<file path="src/rtl/core/bli_pkg.sv">
`timescale 1ns / 1ps

package bli_pkg;

  // Default depth of the instruction store and the bracket stack.
  localparam int unsigned PROGRAM_DEPTH_DEF = 4096;

  // Longest run that one add, sub, left or right token can carry.
  localparam logic [15:0] RUN_MAX = 16'hFFFF;

  // Width of one stored token: opcode on top, argument below.
  localparam int unsigned TOK_W = 20;

  // Opcodes of the stored tokens.
  localparam logic [3:0] OP_ADD   = 4'd0;
  localparam logic [3:0] OP_SUB   = 4'd1;
  localparam logic [3:0] OP_LEFT  = 4'd2;
  localparam logic [3:0] OP_RIGHT = 4'd3;
  localparam logic [3:0] OP_PUTCH = 4'd4;
  localparam logic [3:0] OP_READ  = 4'd5;
  localparam logic [3:0] OP_JZ    = 4'd6;
  localparam logic [3:0] OP_JNZ   = 4'd7;
  localparam logic [3:0] OP_CLEAR = 4'd8;

  // Status codes; the first error that occurs is kept.
  localparam logic [1:0] ST_OK    = 2'd0;
  localparam logic [1:0] ST_CLOSE = 2'd1;
  localparam logic [1:0] ST_OPEN  = 2'd2;
  localparam logic [1:0] ST_OVF   = 2'd3;

  // Source characters that mean something.
  localparam logic [7:0] CH_PLUS  = 8'h2B;
  localparam logic [7:0] CH_MINUS = 8'h2D;
  localparam logic [7:0] CH_GT    = 8'h3E;
  localparam logic [7:0] CH_LT    = 8'h3C;
  localparam logic [7:0] CH_LBR   = 8'h5B;
  localparam logic [7:0] CH_RBR   = 8'h5D;
  localparam logic [7:0] CH_DOT   = 8'h2E;
  localparam logic [7:0] CH_COMMA = 8'h2C;

  // Action codes of an input item.
  localparam logic ACT_FEED = 1'b0;
  localparam logic ACT_READ = 1'b1;

  // One input item.
  typedef struct packed {
    logic        action;
    logic [7:0]  source_byte;
    logic        final_byte;
    logic [11:0] read_index;
  } in_item_t;

  // One result item.
  typedef struct packed {
    logic [1:0]  status;
    logic [12:0] instr_count;
    logic        complete;
    logic [3:0]  opcode;
    logic [15:0] argument;
  } out_item_t;

  // Commands from the controller to the datapath.
  typedef struct packed {
    logic accept;
    logic run;
    logic tok;
    logic jzfix;
    logic finish;
    logic load_out;
  } cmd_t;

  // Status from the datapath to the controller.
  typedef struct packed {
    logic is_run;
    logic is_final;
    logic jz_fix;
    logic out_free;
  } sts_t;

endpackage

</file>
<file path="src/rtl/core/bli_ctrl.sv">
`timescale 1ns / 1ps

module bli_ctrl (
  input  logic          clk,
  input  logic          rst_n,
  input  logic          in_valid,
  input  logic          in_action,
  output logic          in_ready,
  output bli_pkg::cmd_t cmd,
  input  bli_pkg::sts_t sts
);
  import bli_pkg::*;

  typedef enum logic [5:0] {
    S_IDLE  = 6'b000001,
    S_RUN   = 6'b000010,
    S_TOK   = 6'b000100,
    S_JZFIX = 6'b001000,
    S_FIN   = 6'b010000,
    S_OUT   = 6'b100000
  } state_t;

  state_t state_r;
  state_t state_nxt;

  // Next state and command decode.
  always_comb begin
    state_nxt = state_r;
    cmd       = '0;
    in_ready  = 1'b0;
    unique case (state_r)
      S_IDLE: begin
        in_ready = 1'b1;
        if (in_valid) begin
          cmd.accept = 1'b1;
          // A read has its store data registered at the transfer edge.
          state_nxt  = (in_action == ACT_READ) ? S_OUT : S_RUN;
        end
      end
      S_RUN: begin
        cmd.run = 1'b1;
        if (!sts.is_run) begin
          state_nxt = S_TOK;
        end else begin
          state_nxt = sts.is_final ? S_FIN : S_OUT;
        end
      end
      S_TOK: begin
        cmd.tok = 1'b1;
        if (sts.jz_fix) begin
          state_nxt = S_JZFIX;
        end else begin
          state_nxt = sts.is_final ? S_FIN : S_OUT;
        end
      end
      S_JZFIX: begin
        cmd.jzfix = 1'b1;
        state_nxt = sts.is_final ? S_FIN : S_OUT;
      end
      S_FIN: begin
        cmd.finish = 1'b1;
        state_nxt  = S_OUT;
      end
      S_OUT: begin
        if (sts.out_free) begin
          cmd.load_out = 1'b1;
          state_nxt    = S_IDLE;
        end
      end
      default: begin
        state_nxt = S_IDLE;
      end
    endcase
  end

  // State register.
  always_ff @(posedge clk) begin
    if (!rst_n) begin
      state_r <= S_IDLE;
    end else begin
      state_r <= state_nxt;
    end
  end

endmodule

</file>
<file path="config.mk">
export PLATFORM = sky130hd
export DESIGN_NAME = bli_ctrl
export DESIGN_NICKNAME = d
export VERILOG_FILES = /design/src/rtl/core/bli_pkg.sv /design/src/rtl/core/bli_ctrl.sv
export SDC_FILE = /design/constraint.sdc
export NUM_CORES = 1
export LEC_CHECK = 0
export BUFFER_PORTS_ARGS = -buffer_cell sky130_fd_sc_hd__buf_2
export CAP_MARGIN = 20
export CORE_UTILIZATION = 25
export CTS_CLUSTER_DIAMETER = 50
export CTS_CLUSTER_SIZE = 8
export DETAILED_ROUTE_END_ITERATION = 6
export PLACE_DENSITY_LB_ADDON = 0.05
export SLEW_MARGIN = 0
export SYNTH_ARGS = -nofsm -noshare
export SYNTH_HDL_FRONTEND = slang
export SYNTH_SLANG_ARGS = --single-unit
</file>
<file path="constraint.sdc">
create_clock -name clk -period 3.75 [get_ports clk]
set_input_delay 0.75 -clock clk [delete_from_list [all_inputs] [get_ports clk]]
set_output_delay 0.75 -clock clk [all_outputs]
set_load 0.02 [all_outputs]
</file>
==> flow_metrics.env <==
export IMPL_fin_crit_sh=0.621
export IMPL_crit_type="flop to output pin"
export IMPL_synthTopCellsByArea="dfxtp_1, nor2_1, and3_1"
export IMPL_async_reset_ff_frac=0
export IMPL_grt_pass1_vias=314
export IMPL_cts_setup_buffers=0
export IMPL_synth_ff_type="dfxtp_1"
export IMPL_placed_area_um2=464
export IMPL_syn_nets=52
export IMPL_worst_pin_slew_ps=352
export IMPL_min_path_cells=3
export IMPL_yosysTopAreaCellShare=0.320
export IMPL_wire_per_inst_um=11.6
export IMPL_clock_root_buffer="clkbuf_4"
export IMPL_final_cells=76
export IMPL_synthTopCellsByCount="nor2_1, dfxtp_1, nand2_1"
export IMPL_cts_buffer_depth=2
export IMPL_syn_inst=44
export IMPL_antennaDiodeCount=0
export IMPL_status="finished clean"
export IMPL_slowest_stage="or4_4"
export IMPL_setup_tns_ps=0
export IMPL_overflow=0
export IMPL_drt_iter0_drc=2
export IMPL_clk_latency_ps=250
export IMPL_r2r_end="state_r[5]"
export IMPL_relSlewSlack=0.765
export IMPL_synth_edf_count=0
export IMPL_gp_congestion=0.695
export IMPL_ctsHoldBuffers=0
export IMPL_cp_start_kind="flop"
export IMPL_power_leakage_nw=0.236
export IMPL_dp_cells=73
export IMPL_endpoint_kind="output pin"
export IMPL_hold_violations=0
export IMPL_ys_ff_latch=6
export IMPL_total_power_uw=157
export IMPL_dp_slack_ps=1700
export IMPL_viasPerCell=4.79
export IMPL_path_clk_slew_ps=50
export IMPL_cts_sink_count=6
export IMPL_power_density_nw_per_um2=322
export IMPL_finalWorstSetupSlack_ps=1420
export IMPL_skew_ps=6.00
export IMPL_cts_resized=0
export IMPL_cts_buffers_inserted=3
export IMPL_reg_top3="state_r (6)"
export IMPL_rr_worst_depth=4
export IMPL_slew_viol_final=0
export IMPL_crit_arrival_ps=1580
export IMPL_min_delay_start="state_r[5]"
export IMPL_wl_um=879
export IMPL_largest_reg_flops=6
export IMPL_fin_crit_ps=2330
export IMPL_worstHoldEndpoint="state_r[5]"
export IMPL_netlist_area_um2=375
export IMPL_core_area_um2=1350
export IMPL_whs_ps=685
export IMPL_setup_viol=0
export IMPL_grt_pass1_wl_mm=1.29
export IMPL_top_layer="met4"
export IMPL_io_buffers=14
export IMPL_yosysSeqAreaShare=0.320
export IMPL_final_util=0.361
export IMPL_crit_chain="or4_4, nor3b_4, buf_2"
export IMPL_io_pins=15
export IMPL_cts_max_level=1
export IMPL_syn_area_per_cell_um2=8.53
export IMPL_ant_nets=0
export IMPL_critPathMaxStageDelay_ps=590
export IMPL_dr_wl_met2_um=333
export IMPL_fin_nets=71
export IMPL_final_area_um2=487
export IMPL_die_height_um=40.8
export IMPL_firstDrtPassIters=2
export IMPL_holdCritPathClass="flop to flop"
export IMPL_grt_usage=0.127
export IMPL_reg2reg_slack_ps=2300
export IMPL_synth_top_cell_by_area="dfxtp_1"
export IMPL_dpl_hpwl_um=686
export IMPL_rows=13
export IMPL_rsz0062_at_grt="no"
export IMPL_drive_gt1_frac=0.393
export IMPL_maxCapViolCount=0
export IMPL_ir_drop_mv=0.126
export IMPL_area_growth_syn_to_layout_pct=29.7
export IMPL_die_x_um=40.8
export IMPL_yosysUniqueCellTypes=24
export IMPL_r2r_start="state_r[1]"
export IMPL_synth_most_common_cell="nor2_1"
export IMPL_largest_register="state_r"
export IMPL_antenna_found_initial=0
export IMPL_dieArea_um2=1660
export IMPL_initial_core_util=0.278
export IMPL_drc_errors=0
export IMPL_fillCellCount=145
export IMPL_crit_path_max_fanout=7
export IMPL_grt_max_degree=8
export IMPL_vias=364
export IMPL_fmax_mhz=429
export IMPL_cts_tree="done"
export IMPL_yosysWarnings=0
export IMPL_required_ps=3000
export IMPL_wl_met3_um=88
export IMPL_wl_met1_um=447
==> layout by cell type (no fill, tap or decap), types with 2 or more instances in the layout <==
| cell type | Yosys | final |
|---|---|---|
| nand2_1 | 4 | 4 |
| clkbuf_4 | 0 | 3 |
| buf_2 | 0 | 14 |
| dfxtp_1 | 6 | 6 |
| a31oi_1 | 2 | 2 |
| and3_1 | 3 | 3 |
| and3b_1 | 2 | 2 |
| o21ai_0 | 2 | 2 |
| nor2_1 | 7 | 7 |
| nand2b_1 | 2 | 2 |
==> per-layer routing <==
metal,track usage,up-vias
met5,0,-
met4,0.0500,0
met3,0.103,2
met2,0.155,12
met1,0.159,152
li1,-,198
==> report_power, final <==
group          total, mW  switching, mW  internal (mW)
combinational     0.0269         0.0144         0.0124
sequential        0.0686        0.00260         0.0660
clock             0.0611         0.0248         0.0363
==> how the worst max path moves through the flow <==
stage | from | to | slack, ps | cells past startpoint
after floorplan | state_r[1] | cmd[0] | 1580 | 2
after global placement | state_r[1] | in_ready | 1700 | 3
after detailed placement | state_r[1] | in_ready | 1700 | 3
after CTS | state_r[1] | in_ready | 1420 | 3
after global routing | state_r[1] | in_ready | 1360 | 3
final | state_r[1] | in_ready | 1420 | 3
==> area by class of cell <==
class,count,area [um^2],share of cell area
multi-input cells,38,255,0.524
flip-flops and latches,6,120,0.247
repair buffers,14,70.1,0.144
clock buffers,3,22.5,0.0463
well taps,15,18.8,0.0386
==> critical path, delay by kind of cell (launching register included) <==
kind                   cells  cell delay [ps]
and+or+nand+nor            2              790
buffers and inverters      1              190
DFF                        1              350
==> kinds of logic (layout without fill, tap and decap cells) <==
| logic type | after synthesis | after routing | synth area share |
|---|---|---|---|
| xor+xnor | 1 | 1 | 0.0233 |
| simple gates | 29 | 29 | 0.517 |
| compound gates | 8 | 8 | 0.140 |
| buf+inv | 0 | 17 | 0 |
| flops | 6 | 6 | 0.320 |
(Power assumes the default switching activity.)
